### src/rtl/b2r_pkg.sv
package b2r_pkg;

    // bit counts of the two symbol kinds, and bytes per padding group
    localparam int SYM_BITS    = 5;
    localparam int BYTE_BITS   = 8;
    localparam int GROUP_BYTES = 5;

    // accumulator and counter widths
    localparam int ACC_W   = 12;
    localparam int HELD_W  = 4;
    localparam int PHASE_W = 3;

    // one input beat
    typedef struct packed {
        logic [BYTE_BITS-1:0] value;
        logic                 last;
    } t_item;

    // one result beat
    typedef struct packed {
        logic [BYTE_BITS-1:0] value;
        logic                 has_data;
        logic                 last;
    } t_result;

endpackage

### src/rtl/b2r_in_reg.sv
module b2r_in_reg import b2r_pkg::*; (
    input  logic  i_clk,
    input  logic  i_rst_n,
    input  logic  i_valid,
    input  t_item i_item,
    output logic  o_stall,
    input  logic  i_take,
    output logic  o_avail,
    output t_item o_item
);

    logic  r_valid;
    t_item r_item;

    // hold the beat until the core takes it
    assign o_stall = r_valid && !i_take;
    assign o_avail = r_valid;
    assign o_item  = r_item;

    always_ff @(posedge i_clk) begin
        if (!i_rst_n) begin
            r_valid <= 1'b0;
        end else if (!o_stall) begin
            r_valid <= i_valid;
        end
    end

    always_ff @(posedge i_clk) begin
        if (!o_stall && i_valid) begin
            r_item <= i_item;
        end
    end

endmodule

### src/rtl/b2r_core.sv
module b2r_core import b2r_pkg::*; (
    input  logic    i_clk,
    input  logic    i_rst_n,
    input  logic    i_cfg_wr_en,
    input  logic    i_cfg_wr_data,
    input  logic    i_avail,
    input  t_item   i_item,
    input  logic    i_out_ready,
    output logic    o_take,
    output logic    o_emit,
    output t_result o_result
);

    logic               r_mode;
    logic [ACC_W-1:0]   r_acc;
    logic [HELD_W-1:0]  r_held;
    logic [PHASE_W-1:0] r_phase;
    logic [PHASE_W-1:0] r_pad;
    logic               r_fin;

    logic [ACC_W-1:0]   n_acc;
    logic [HELD_W-1:0]  n_held;
    logic [PHASE_W-1:0] n_phase;
    logic [PHASE_W-1:0] n_pad;
    logic               n_fin;

    logic               pending;
    logic               step;
    logic [ACC_W-1:0]   v_acc;
    logic [HELD_W-1:0]  v_held;
    logic [PHASE_W-1:0] v_pad;
    logic               v_fin;
    logic [ACC_W-1:0]   shifted;
    logic [ACC_W-1:0]   keep_mask;
    logic               res_last;

    // encode still owes symbols from an earlier byte or from padding
    assign pending = r_mode && ((r_held >= HELD_W'(SYM_BITS)) || (r_pad != '0));
    assign o_take  = i_avail && i_out_ready && !pending;
    assign step    = i_out_ready && (pending || i_avail);

    // one regroup step: encode loads optionally, pads optionally and extracts one symbol; decode appends one symbol
    always_comb begin
        v_acc     = r_acc;
        v_held    = r_held;
        v_pad     = r_pad;
        v_fin     = r_fin;
        n_phase   = r_phase;
        n_acc     = r_acc;
        n_held    = r_held;
        n_pad     = r_pad;
        n_fin     = r_fin;
        shifted   = '0;
        keep_mask = '0;
        res_last  = 1'b0;
        o_emit    = 1'b0;
        o_result  = '0;

        if (r_mode) begin
            // load a new byte; held bits are at most four here
            if (!pending) begin
                v_acc   = {r_acc[ACC_W-BYTE_BITS-1:0], i_item.value};
                v_held  = r_held + HELD_W'(BYTE_BITS);
                v_fin   = i_item.last;
                n_phase = (r_phase == PHASE_W'(GROUP_BYTES - 1)) ? '0 : r_phase + 1'b1;
                if (i_item.last && (n_phase != '0)) begin
                    v_pad = PHASE_W'(GROUP_BYTES) - n_phase;
                end else begin
                    v_pad = '0;
                end
            end
            // shift in a padding zero byte when short of a symbol
            if ((v_held < HELD_W'(SYM_BITS)) && (v_pad != '0)) begin
                v_acc  = {v_acc[ACC_W-BYTE_BITS-1:0], {BYTE_BITS{1'b0}}};
                v_held = v_held + HELD_W'(BYTE_BITS);
                v_pad  = v_pad - 1'b1;
            end
            n_held    = v_held - HELD_W'(SYM_BITS);
            shifted   = v_acc >> n_held;
            keep_mask = ~({ACC_W{1'b1}} << n_held);
            n_acc     = v_acc & keep_mask;
            n_pad     = v_pad;
            n_fin     = v_fin;
            res_last  = v_fin && (n_held < HELD_W'(SYM_BITS)) && (v_pad == '0);
            o_emit    = step;
            o_result.value    = {{(BYTE_BITS-SYM_BITS){1'b0}}, shifted[SYM_BITS-1:0]};
            o_result.has_data = 1'b1;
            o_result.last     = res_last;
        end else begin
            // decode: append five bits, a byte comes out once eight or more are held
            v_acc  = {r_acc[ACC_W-SYM_BITS-1:0], i_item.value[SYM_BITS-1:0]};
            v_held = r_held + HELD_W'(SYM_BITS);
            if (v_held >= HELD_W'(BYTE_BITS)) begin
                n_held            = v_held - HELD_W'(BYTE_BITS);
                shifted           = v_acc >> n_held;
                o_emit            = step;
                o_result.value    = shifted[BYTE_BITS-1:0];
                o_result.has_data = 1'b1;
                o_result.last     = i_item.last;
            end else begin
                n_held = v_held;
                // empty end marker
                if (i_item.last) begin
                    o_emit        = step;
                    o_result.last = 1'b1;
                end
            end
            keep_mask = ~({ACC_W{1'b1}} << n_held);
            n_acc     = v_acc & keep_mask;
            res_last  = i_item.last;
            n_pad     = '0;
            n_fin     = 1'b0;
        end

        // end of buffer returns the regroup state to zero
        if (res_last) begin
            n_acc   = '0;
            n_held  = '0;
            n_phase = '0;
            n_pad   = '0;
            n_fin   = 1'b0;
        end
    end

    // mode and regroup state
    always_ff @(posedge i_clk) begin
        if (!i_rst_n) begin
            r_mode  <= 1'b1;
            r_acc   <= '0;
            r_held  <= '0;
            r_phase <= '0;
            r_pad   <= '0;
            r_fin   <= 1'b0;
        end else if (i_cfg_wr_en) begin
            r_mode  <= i_cfg_wr_data;
            r_acc   <= '0;
            r_held  <= '0;
            r_phase <= '0;
            r_pad   <= '0;
            r_fin   <= 1'b0;
        end else if (step) begin
            r_acc   <= n_acc;
            r_held  <= n_held;
            r_phase <= n_phase;
            r_pad   <= n_pad;
            r_fin   <= n_fin;
        end
    end

    // held count never exceeds the accumulator width
    a_held_range: assert property (@(posedge i_clk) disable iff (!i_rst_n)
        r_held <= HELD_W'(ACC_W))
        else $error("bit count out of range");

    // final result of a buffer leaves the state cleared
    a_clear_after_last: assert property (@(posedge i_clk) disable iff (!i_rst_n)
        o_emit && o_result.last |=> (r_held == '0) && (r_pad == '0) && !r_fin)
        else $error("state not cleared after end of buffer");

    // padding is only owed at the end of a buffer
    a_pad_needs_fin: assert property (@(posedge i_clk) disable iff (!i_rst_n)
        (r_pad != '0) |-> r_fin && r_mode)
        else $error("padding outside end of buffer");

    // no new beat is taken while encode symbols are still owed
    a_no_take_pending: assert property (@(posedge i_clk) disable iff (!i_rst_n)
        pending |-> !o_take)
        else $error("beat taken while symbols pending");

endmodule

### src/rtl/b2r_out_reg.sv
module b2r_out_reg import b2r_pkg::*; (
    input  logic    i_clk,
    input  logic    i_rst_n,
    input  logic    i_emit,
    input  t_result i_result,
    output logic    o_ready,
    output logic    o_valid,
    input  logic    i_stall,
    output t_result o_result
);

    logic    r_valid;
    t_result r_result;

    // free when empty or when the held beat leaves this cycle
    assign o_ready  = !r_valid || !i_stall;
    assign o_valid  = r_valid;
    assign o_result = r_result;

    always_ff @(posedge i_clk) begin
        if (!i_rst_n) begin
            r_valid <= 1'b0;
        end else if (o_ready) begin
            r_valid <= i_emit;
        end
    end

    always_ff @(posedge i_clk) begin
        if (o_ready && i_emit) begin
            r_result <= i_result;
        end
    end

endmodule

### src/rtl/byte_to_5bit_regrouper.sv
// Regroups a bit stream between bytes and 5-bit symbols, MSB first.
// Input channel: i_in_valid / o_in_stall with i_in_value and i_in_last.
// Output channel: o_out_valid / i_out_stall with o_out_value,
// o_out_has_data and o_out_last. A beat moves when valid is high and
// stall is low. i_cfg_wr_en writes i_cfg_wr_data as the mode
// (1 encode, 0 decode) and clears the regroup state; write only when idle.
// Encode: each byte gives one or two symbols; the last byte of a buffer is
// zero padded to a 5-byte group and gives up to eight symbols, the final
// one carrying o_out_last. Decode: each input gives at most one byte; a
// last input that completes no byte gives one beat with o_out_has_data=0.
// A taken beat passes through the input register, then the result
// register, before it shows on the output. The result register moves
// one beat per cycle while i_out_stall is low. Decode takes an input
// item whenever the result register is free; encode gives one symbol
// per beat and takes no new byte while symbols or padding are owed.
// A stall on the output holds the result register; the input register
// then fills and o_in_stall rises. Reset sets encode mode, empties both
// registers and clears the accumulator, bit count and byte phase.
module byte_to_5bit_regrouper import b2r_pkg::*; (
    input  logic                 i_clk,
    input  logic                 i_rst_n,
    input  logic                 i_cfg_wr_en,
    input  logic                 i_cfg_wr_data,
    input  logic                 i_in_valid,
    output logic                 o_in_stall,
    input  logic [BYTE_BITS-1:0] i_in_value,
    input  logic                 i_in_last,
    output logic                 o_out_valid,
    input  logic                 i_out_stall,
    output logic [BYTE_BITS-1:0] o_out_value,
    output logic                 o_out_has_data,
    output logic                 o_out_last
);

    t_item   in_item;
    t_item   core_item;
    t_result core_result;
    t_result out_result;
    logic    core_avail;
    logic    core_take;
    logic    core_emit;
    logic    out_ready;

    assign in_item.value = i_in_value;
    assign in_item.last  = i_in_last;

    b2r_in_reg u_in_reg (
        .i_clk   (i_clk),
        .i_rst_n (i_rst_n),
        .i_valid (i_in_valid),
        .i_item  (in_item),
        .o_stall (o_in_stall),
        .i_take  (core_take),
        .o_avail (core_avail),
        .o_item  (core_item)
    );

    b2r_core u_core (
        .i_clk         (i_clk),
        .i_rst_n       (i_rst_n),
        .i_cfg_wr_en   (i_cfg_wr_en),
        .i_cfg_wr_data (i_cfg_wr_data),
        .i_avail       (core_avail),
        .i_item        (core_item),
        .i_out_ready   (out_ready),
        .o_take        (core_take),
        .o_emit        (core_emit),
        .o_result      (core_result)
    );

    b2r_out_reg u_out_reg (
        .i_clk    (i_clk),
        .i_rst_n  (i_rst_n),
        .i_emit   (core_emit),
        .i_result (core_result),
        .o_ready  (out_ready),
        .o_valid  (o_out_valid),
        .i_stall  (i_out_stall),
        .o_result (out_result)
    );

    assign o_out_value    = out_result.value;
    assign o_out_has_data = out_result.has_data;
    assign o_out_last     = out_result.last;

endmodule

### config.mk
export PLATFORM = sky130hd
export DESIGN_NAME = byte_to_5bit_regrouper
export DESIGN_NICKNAME = d
export VERILOG_FILES = /design/src/rtl/b2r_pkg.sv /design/src/rtl/b2r_in_reg.sv /design/src/rtl/b2r_core.sv /design/src/rtl/b2r_out_reg.sv /design/src/rtl/byte_to_5bit_regrouper.sv
export SDC_FILE = /design/constraint.sdc
export NUM_CORES = 1
export LEC_CHECK = 0
export BUFFER_PORTS_ARGS = -buffer_cell sky130_fd_sc_hd__clkbuf_2
export CORE_ASPECT_RATIO = 1.4
export CORE_UTILIZATION = 50
export CTS_CLUSTER_DIAMETER = 30
export DETAILED_ROUTE_END_ITERATION = 10
export GPL_TIMING_DRIVEN = 0
export PLACE_DENSITY = 0.74
export SLEW_MARGIN = 10
export SYNTH_ARGS = -nofsm -noshare
export SYNTH_HDL_FRONTEND = slang
export SYNTH_SLANG_ARGS = --single-unit
### constraint.sdc
create_clock -name i_clk -period 10 [get_ports i_clk]
set_input_delay 2.5 -clock i_clk [delete_from_list [all_inputs] [get_ports i_clk]]
set_output_delay 2.5 -clock i_clk [all_outputs]
set_load 0.02 [all_outputs]
==> run_results.csv, run 1 <==
group,metric,value,unit
synthesis,synth_xor_area_frac,0.0127,
finish,n_antenna_cell,0,
global_routing,grt_pass1_vias,3267,
synthesis,synth_compound_area_frac,0.247,
detailed_routing,viasPerCell,6.53,
timing,fin_crit_sh,0.623,
synthesis,synth_top_area_share,0.165,
synthesis,synth_area_leader_cell,"edfxtp_1",
detailed_routing,drt_iter0_markers,307,
detailed_routing,drt-total-wl,10.5,mm
timing,fin_crit,6230,ps
synthesis,synth_flop_cell,"dfxtp_1",
place,dp_hpwl,7.68,mm
finish,final_cell_mix,"39 x nand2_1, 37 x nor2_1, 27 x a21oi_1, 26 x clkbuf_2, 26 x dfxtp_1",
synthesis,yosys-top-cells-area,"edfxtp_1 17%, dfxtp_1 15%, mux4_2 7.8%, mux2i_1 5.2%, ha_1 4.3%",
clocking,cts_max_level,2,
global_routing,antenna_found_initial,0,
finish,drive_above_1_share,0.149,
global_routing,grt_pass1_wl,17.0,mm
setup_path,path_cells,"inv_2 > buf_1 > ha_1 > nand2b_4 > a21bo_2 > nand2_1 > clkbuf_1 > a21boi_0 > clkbuf_2",
power,power.density,121,nW/um2
place,dpl_cell_area,3700,um2
floorplan,start_util,0.523,
synthesis,yosys.area_share.simple,0.189,
place,io_buffers,26,
global_routing,track_usage,0.309,
setup_path,rr_worst_depth,17,
clocking,numCtsBuffers,5,
clocking,clkTransAtPathRegs,90,ps
clocking,clk_latency,310,ps
synthesis,yosysWarningCount,0,
timing,max_freq,160,MHz
setup_path,end_kind,"primary output",
power,p_leak,1.40,nW
detailed_routing,ant_nets,0,
synthesis,synth_fp_nets,417,
clocking,postCtsHoldBufs,0,
timing,finalSetupViolCount,0,
finish,nets,450,
setup_path,crit_required,7500,ps
clocking,cts_tree,"done",
setup_path,cp-start-kind,"flip-flop",
synthesis,synthMuxAreaShare,0.150,
min_path,hold_class,"flip-flop to flip-flop",
synthesis,synthAdderAreaFrac,0.0434,
run,maxCapViolCount,0,
synthesis,async_reset_ff_frac,0,
synthesis,synth_top_family_by_area,"compound AO/OA/AOI/OAI gates",
finish,final_common_cell,"nand2_1",
finish,fin_area,3820,um2
setup_path,cp.arrival,3730,ps
min_path,whs_path_depth,2,
setup_path,crit_slowest_cell,"clkbuf_1",
detailed_routing,drc,0,
synthesis,ys_seq_elements,45,
clocking,postCtsResizedCells,0,
power,ir_drop,0.0708,mV
clocking,clockBufferDepth,2,
setup_path,r2r_slack,4480,ps
synthesis,synthesis.area,3460,um2
detailed_routing,drt-pass1-iter-count,5,
global_routing,grt_overflow_total,0,
timing,tightestPinTransition,920,ps
floorplan,rows,35,
min_path,min-delay-start,"u_core.r_fin",
status,status,"completed",
finish,nFillCells,620,
finish,fin_util,0.577,
setup_path,crit_path_max_incr_delay,610,ps
clocking,post_cts_buffers,0,
min_path,min_to,"u_core.r_fin",
setup_path,cp_max_fo,11,
timing,timing_hold_violations_final,0,
clocking,cts_root_buffer,"clkbuf_8",
timing,final-max-slew-violation-count,0,
timing,finalSetupTns,0,ps
floorplan,die_w,72.3,um
setup_path,timing.rr.end,"u_core.r_acc[2]",
timing,slew_headroom,0.386,
place,place.gp.congestion,0.941,
floorplan,coreArea,6610,um2
synthesis,synth_edf_count,19,
detailed_routing,drt-wirelength-per-cell,20.3,um
detailed_routing,vias,3367,
floorplan,die-area,7250,um2
setup_path,worstSetupPathType,"flip-flop to primary output",
finish,syn2layout_area_growth,10.5,%
synthesis,synth_cells,390,
timing,finClkSkew,7.33,ps
floorplan,io_pins,27,
synthesis,yosys.cell_types.count,62,
setup_path,reg2reg_from,"u_core.r_held[0]",
floorplan,die_h,100,um
clocking,cts.sinks,45,
timing,rsz0062_at_grt,"no",
synthesis,yosysSeqAreaShare,0.316,
synthesis,syn_avg_cell_area,8.86,um2
global_routing,grt_max_degree,16,
[critical path: cells and delay by family (launching register included)]
family / cells / cell delay, ps
and+or+nand+nor: 2 / 410
buffers and inverters: 4 / 1600
adders and majority gates: 1 / 420
AOI/OAI and AO/OA: 2 / 550
DFF: 1 / 430
[per-stage QoR]
step	hold slack (ps)	setup slack, ps	total power [mW]	std cells
global route	506	3520	0.480	516
detailed placement	466	4150	0.320	508
global placement	451	4160	0.317	508
CTS	480	3780	0.461	516
floorplan	441	4290	0.287	390
finish	475	3770	0.460	516
[area by class of cell]
class / instances / area, um2 / share of cell area
clock inverter: 2 / 38.8 / 0.0102
sequential: 45 / 1090 / 0.286
clock buffer: 6 / 72.6 / 0.0190
multi-input combinational: 307 / 2220 / 0.582
inverter: 15 / 56.3 / 0.0147
buffer: 23 / 90.1 / 0.0236
tap: 92 / 115 / 0.0302
timing repair buffer: 26 / 130 / 0.0341
[power breakdown]
part	switching, mW	internal, mW
Sequential	0.00858	0.201
Clock	0.0667	0.0756
Combinational	0.0681	0.0403
[logic make-up (layout without fill, tap and decap cells)]
group	Yosys count	count (layout)
AO/OA/AOI/OAI	120	120
XOR/XNOR	5	5
adder cells (fa/ha/maj)	12	12
buffers and inverters	38	72
flip-flops	45	45
multiplexers	36	36
AND/OR/NAND/NOR	134	134
[state kept, by name (all words and copies together), names as in the netlist]
register            flops
u_core.r_pad            3
u_out_reg.o_result     10
u_core.r_mode           1
u_core.r_phase          3
u_core.r_held           4
u_in_reg.o_item         9
u_core.r_acc           12
u_core.r_fin            1
u_out_reg.o_valid       1
u_in_reg.o_avail        1
[worst max path at each step]
stage | to | start | slack (ps)
after CTS | o_in_stall | u_core.r_held[0] | 3780
after detailed placement | o_in_stall | u_core.r_held[0] | 4150
after global placement | o_in_stall | u_core.r_held[0] | 4160
final | o_in_stall | u_core.r_held[0] | 3770
after global routing | o_in_stall | u_core.r_held[0] | 3520
after floorplan | o_in_stall | i_out_stall | 4290
[routing by layer]
metal,vias to the layer above,wire length (um),global-route usage
met5,-,0,0
met4,0,544,0.184
met3,41,597,0.0361
met2,144,5280,0.537
met1,1621,4080,0.361
li1,1561,-,-
[synth_stat cells, types with 3 or more instances]
library cell / n
and3_1: 3
clkbuf_1: 18
mux4_2: 12
inv_1: 12
o31a_1: 6
or3_1: 6
nand2_1: 39
nand4_1: 5
nor4_1: 3
mux2_2: 6
nand3_1: 7
o31ai_1: 7
edfxtp_1: 19
mux2i_1: 18
a22o_1: 3
a22oi_1: 3
a211oi_1: 6
dfxtp_1: 26
a32o_1: 6
o211ai_1: 6
ha_1: 12
o221ai_1: 5
o21ai_0: 12
nor3b_1: 3
nor2_1: 37
a21boi_0: 3
nor2b_1: 9
nand2b_1: 7
nor3_1: 6
buf_2: 3
o21a_1: 3
a32oi_1: 3
a31oi_1: 6
a21oi_1: 28
o22ai_1: 4
xnor2_1: 4
(Power assumes the default switching activity.)
==> run 2, diff against run 1 <==
ABC_AREA = 1   (was default)
clock period = 5.9 ns   (was 10 ns; I/O delays follow)
==> run 2 against run 1 <==
Power is 69% higher. Non-clock buffer count is 2 lower. Flip-flop and latch count stayed put. Combinational power is 100% higher. First-iteration DRC count is 11% lower. Clock skew is 1.9 ps higher. Synthesized cell count is 28% higher. Core utilization is 0.14 points lower.
==> run_results.csv, run 2 <==
group,metric,value,unit
synthesis,yosysWarningCount,0,
finish,largest_reg_flops,12,
detailed_routing,drt-wirelength-per-cell,15.7,um
synthesis,async_reset_ff_frac,0,
floorplan,start_util,0.527,
finish,final_cell_mix,"157 x nand2_1, 51 x inv_1, 38 x nor2_1, 37 x a21oi_1, 35 x o21ai_0",
setup_path,rr_worst_depth,24,
finish,syn2layout_area_growth,9.32,%
synthesis,synth_fp_nets,526,
place,dpl_cell_area,3540,um2
floorplan,die_h,98.4,um
synthesis,yosys-top-cells-count,"157 x nand2_1, 51 x inv_1, 38 x nor2_1",
timing,slew_headroom,0.497,
global_routing,grt_pass1_vias,3228,
synthesis,synth_area_leader_cell,"nand2_1",
global_routing,grt_overflow_total,0,
floorplan,io_pins,27,
clocking,cts_root_buffer,"clkbuf_8",
timing,final-max-slew-violation-count,0,
global_routing,grt_max_degree,16,
run,maxCapViolCount,0,
setup_path,crit_slowest_cell,"dfxtp_1",
clocking,cts_max_level,2,
detailed_routing,drt_iter0_markers,272,
clocking,clockBufferDepth,2,
detailed_routing,viasPerCell,5.64,
timing,finClkSkew,9.20,ps
setup_path,worstSetupPathType,"flip-flop to primary output",
min_path,whs_path_depth,2,
place,place.gp.congestion,0.960,
status,status,"completed",
global_routing,grt_pass1_wl,15.4,mm
timing,tightestPinTransition,752,ps
clocking,clk_latency,320,ps
floorplan,die-area,6970,um2
synthesis,yosysSeqAreaShare,0.329,
setup_path,cp-start-kind,"flip-flop",
synthesis,yosys.cell_types.count,40,
setup_path,cp.arrival,2980,ps
timing,finalSetupTns,0,ps
clocking,postCtsHoldBufs,0,
floorplan,rows,34,
power,p_leak,1.55,nW
timing,rsz0062_at_grt,"no",
min_path,hold_class,"flip-flop to flip-flop",
synthesis,synth_cells,499,
clocking,post_cts_buffers,0,
detailed_routing,vias,3413,
finish,final_common_cell,"nand2_1",
synthesis,synth_flop_cell,"dfxtp_1",
place,io_buffers,26,
finish,nets,559,
synthesis,yosys-top-cells-area,"nand2_1 18%, edfxtp_1 17%, dfxtp_1 16%, inv_1 5.8%, a21oi_1 5.6%",
floorplan,die_w,70.8,um
power,ir_drop,0.121,mV
finish,top_register,"u_core.r_acc",
detailed_routing,drt-total-wl,9.50,mm
timing,timing_hold_violations_final,0,
setup_path,end_kind,"primary output",
detailed_routing,drt-pass1-iter-count,7,
finish,nFillCells,610,
synthesis,syn_avg_cell_area,6.65,um2
global_routing,antenna_found_initial,0,
setup_path,crit_path_max_incr_delay,380,ps
clocking,cts_tree,"done",
timing,finalSetupViolCount,0,
clocking,clkTransAtPathRegs,90,ps
place,dp_hpwl,7.36,mm
synthesis,ys_seq_elements,45,
setup_path,path_cells,"clkbuf_1 > inv_1 > buf_2 > buf_1 > ha_1 > inv_1 > o21ai_2 > nand2_4 > nand2_4 > buf_4 > a21boi_0 > clkbuf_2",
timing,max_freq,225,MHz
detailed_routing,ant_nets,0,
timing,fin_crit_sh,0.754,
power,p_total,775,uW
synthesis,synth_top_area_share,0.178,
global_routing,track_usage,0.289,
detailed_routing,drc,0,
finish,n_antenna_cell,0,
synthesis,synthesis.area,3320,um2
finish,fin_area,3630,um2
synthesis,synth_edf_count,19,
clocking,postCtsResizedCells,0,
power,power.density,214,nW/um2
floorplan,coreArea,6300,um2
clocking,cts.sinks,45,
setup_path,cp_max_fo,11,
synthesis,yosysMostFrequentCell,"nand2_1",
finish,drive_above_1_share,0.139,
clocking,numCtsBuffers,5,
setup_path,crit_required,4430,ps
timing,fin_crit,4450,ps
run 2: changes by cell type in the layout (fill, tap and decap cells not counted), sizes merged, moves of 10 or more:
cell   delta
nand2   +127
a21oi    +10
mux4     -12
inv      +40
nand3    +28
mux2i    -18
o21ai    +39
run 2: critical path: cells and delay by family, from the launching register on:
family          cells  cell delay, ps
fa+ha+maj           1             310
simple gates        2             180
buf+inv             7            1410
compound gates      2             380
flops               1             380
run 2: cell families (layout without fill, tap and decap cells):
group,count (synthesis),count (layout),share of synthesized area
AO/OA/AOI/OAI,106,106,0.179
XOR/XNOR,1,1,0.00264
adder cells (fa/ha/maj),12,12,0.0453
buffers and inverters,77,111,0.100
flip-flops,45,45,0.329
AND/OR/NAND/NOR,258,258,0.344
run 2: area by class of cell:
| type | count | area, um2 | area share |
|---|---|---|---|
| clock inverter | 2 | 16.3 | 0.00449 |
| multi-input combinational | 377 | 1890 | 0.522 |
| clock buffer | 6 | 72.6 | 0.0200 |
| timing repair buffer | 26 | 130 | 0.0359 |
| tap | 72 | 90.1 | 0.0248 |
| inverter | 56 | 210 | 0.0580 |
| sequential | 45 | 1090 | 0.301 |
| buffer | 21 | 121 | 0.0335 |
run 2: path summary, 6_finish.rpt:
| path | start | endpoint | slack [ps] |
|---|---|---|---|
| worst max-delay path | u_core.r_held[0] | o_in_stall | 1450 |
| worst min-delay path | u_core.r_acc[8] | u_core.r_acc[8] | 470 |
| worst max register to register | u_core.r_held[0] | u_out_reg.o_result[2] | 1560 |
| worst min register to register | u_core.r_acc[8] | u_core.r_acc[8] | 470 |
run 2: report_power, final:
| part | switching (mW) | internal (mW) | leakage (nW) | total, mW |
|---|---|---|---|---|
| combinational | 0.152 | 0.0662 | 1.12 | 0.218 |
| sequential | 0.00855 | 0.344 | 0.395 | 0.353 |
| clock | 0.120 | 0.0846 | 0.0414 | 0.205 |
| total | 0.281 | 0.495 | 1.55 | 0.775 |
run 2: per-layer routing:
metal	vias up	wire length [um]	track usage
met5	-	0	0
met4	0	465	0.165
met3	34	561	0.0310
met2	142	4820	0.520
met1	1531	3650	0.325
li1	1706	-	-
run 2: stage by stage:
step / std cells / worst slack [ps] / util / hold slack, ps
after CTS: 605 / 1490 / 0.576 / 469
after global routing: 605 / 1160 / 0.576 / 490
after floorplan: 499 / 2150 / - / 441
after detailed placement: 597 / 1640 / 0.562 / 456
final: 605 / 1450 / 0.576 / 468
after global placement: 597 / 1680 / 0.562 / 451
==> run 3, diff against run 2 <==
clock period = 4.48 ns   (was 5.9 ns; I/O delays follow)
==> run 3 against run 2 <==
Cell area barely moved. Via count increased by 0.79%. Power grew 31%. Die area stayed put. Clock skew fell by 2.1 ps. Clock power grew 31%. Sequential power is 32% higher. Flip-flop and latch count did not move. Cell count did not move. Critical path depth increased by 13. Largest cell class unchanged. Largest power group unchanged. Highest routed layer unchanged.
==> run_results.csv, run 3 (same netlist as run 2, synthesis figures left out) <==
group,metric,value,unit
min_path,hold_class,"flip-flop to flip-flop",
finish,final_common_cell,"nand2_1",
min_path,min_to,"u_core.r_acc[8]",
clocking,numCtsBuffers,5,
clocking,cts_root_buffer,"clkbuf_8",
min_path,whs_path_depth,2,
timing,layout_setup_ws,362,ps
clocking,postCtsHoldBufs,0,
setup_path,r2r_slack,360,ps
timing,finalSetupViolCount,0,
global_routing,grt_pass1_vias,3228,
detailed_routing,drc,0,
power,seq_power_share,0.456,
power,power.density,281,nW/um2
detailed_routing,drt_iter0_markers,240,
clocking,clockBufferDepth,2,
power,switchingPower,367,uW
clocking,clk_latency,310,ps
timing,slew_headroom,0.494,
power,p_leak,1.56,nW
clocking,cts.sinks,45,
run,maxCapViolCount,0,
setup_path,cp_max_fo,11,
timing,finalSetupTns,0,ps
global_routing,grt_max_degree,16,
finish,top_register,"u_core.r_acc",
setup_path,timing.rr.end,"u_out_reg.o_result[2]",
place,dp_hpwl,7.36,mm
power,internal_power,652,uW
power,sw_frac_of_total,0.360,
setup_path,rr_worst_depth,25,
floorplan,die_w,70.8,um
finish,final_cell_mix,"157 x nand2_1, 51 x inv_1, 38 x nor2_1, 37 x a21oi_1, 35 x o21ai_0",
clocking,cts_tree,"done",
place,place_ws,219,ps
timing,fin_crit_sh,0.919,
floorplan,die_h,98.4,um
detailed_routing,viasPerCell,5.69,
place,io_buffers,26,
global_routing,grt_overflow_total,0,
finish,nets,559,
setup_path,cp-start-kind,"flip-flop",
timing,max_freq,243,MHz
setup_path,cp.arrival,4180,ps
floorplan,die-area,6970,um2
detailed_routing,drt-pass1-iter-count,7,
timing,final-max-slew-violation-count,0,
finish,n_antenna_cell,0,
timing,tightestPinTransition,756,ps
floorplan,coreArea,6300,um2
setup_path,crit_required,4550,ps
detailed_routing,vias,3440,
power,ir_drop,0.159,mV
power,p_total,1.02,mW
min_path,min-delay-start,"u_core.r_acc[8]",
setup_path,reg2reg_from,"u_core.r_held[0]",
timing,hold_slack,468,ps
finish,drive_above_1_share,0.143,
floorplan,io_pins,27,
clocking,cts_max_level,2,
setup_path,worstSetupPathType,"flip-flop to flip-flop",
finish,fin_util,0.576,
finish,syn2layout_area_growth,9.39,%
detailed_routing,drt-wirelength-per-cell,15.7,um
detailed_routing,ant_nets,0,
timing,timing_hold_violations_final,0,
clocking,post_cts_buffers,0,
place,place.gp.congestion,0.960,
timing,finClkSkew,7.12,ps
floorplan,start_util,0.527,
setup_path,end_kind,"flip-flop",
floorplan,rows,34,
status,status,"completed",
global_routing,antenna_found_initial,0,
global_routing,track_usage,0.289,
power,pwr-share-comb,0.281,
power,clockPowerShare,0.263,
global_routing,grt_pass1_wl,15.4,mm
finish,largest_reg_flops,12,
clocking,clkTransAtPathRegs,90,ps
timing,fin_crit,4120,ps
detailed_routing,drt-total-wl,9.48,mm
timing,rsz0062_at_grt,"no",
run 3: area by class of cell:
| cell class | count | area [um2] |
|---|---|---|
| repair buffers | 26 | 130 |
| clock buffers | 6 | 72.6 |
| inverters | 56 | 210 |
| flip-flops and latches | 45 | 1090 |
| fillers | 608 | 2670 |
| clock inverters | 2 | 16.3 |
| multi-input cells | 377 | 1890 |
| plain buffers | 21 | 124 |
| well taps | 72 | 90.1 |
run 3: routing by layer:
layer  vias up  track usage  wire (um)
met3        40       0.0310        536
li1       1708            -          -
met2       149        0.520       4830
met1      1543        0.325       3620
met5         -            0          0
met4         0        0.165        489
run 3: power by group through the flow:
stage | combinational (mW) | sequential (mW) | clock, mW
final | 0.287 | 0.465 | 0.268
after global routing | 0.317 | 0.467 | 0.283
after CTS | 0.282 | 0.465 | 0.271
after detailed placement | 0.281 | 0.474 | 0
after global placement | 0.279 | 0.474 | 0
after floorplan | 0.193 | 0.484 | 0
run 3: worst max-delay path by stage:
| stage | from | endpoint | cells past startpoint |
|---|---|---|---|
| floorplan | u_core.r_held[0] | u_out_reg.o_result[6] | 26 |
| CTS | u_core.r_held[0] | u_out_reg.o_result[6] | 26 |
| global route | u_core.r_held[0] | u_out_reg.o_result[2] | 25 |
| detailed placement | u_core.r_held[0] | u_out_reg.o_result[6] | 26 |
| finish | u_core.r_held[0] | u_out_reg.o_result[2] | 25 |
| global placement | u_core.r_held[0] | u_out_reg.o_result[6] | 26 |
run 3: worst max-delay path, cell delays in order, from the launching register on:
cell	delay, ps
dfxtp_1	380
clkbuf_2	200
inv_1	70
buf_2	180
clkbuf_2	240
ha_1	270
inv_1	130
o21ai_2	80
nand2_4	110
nand2_4	70
inv_2	110
nand2_1	60
nand2_1	80
inv_1	50
ha_1	180
ha_1	190
a21oi_1	240
inv_1	150
a21oi_4	300
nor2_1	130
o21ai_0	240
nand2_1	100
nand3_1	100
nand3_1	70
nand2_1	70
nand3_1	60
run 3: timing repair:
item,CTS,global route
resized for setup,0,3
setup endpoints to repair,0,23
endpoints found under the hold margin,0,0
run 3: through the flow:
| stage | cells | instance area [um2] |
|---|---|---|
| 3_3_place_gp | 597 | 3540 |
| 5_1_grt | 605 | 3630 |
| 6_report | 605 | 3630 |
| 4_1_cts | 605 | 3630 |
| 2_1_floorplan | 499 | 3320 |
| 3_5_place_dp | 597 | 3540 |
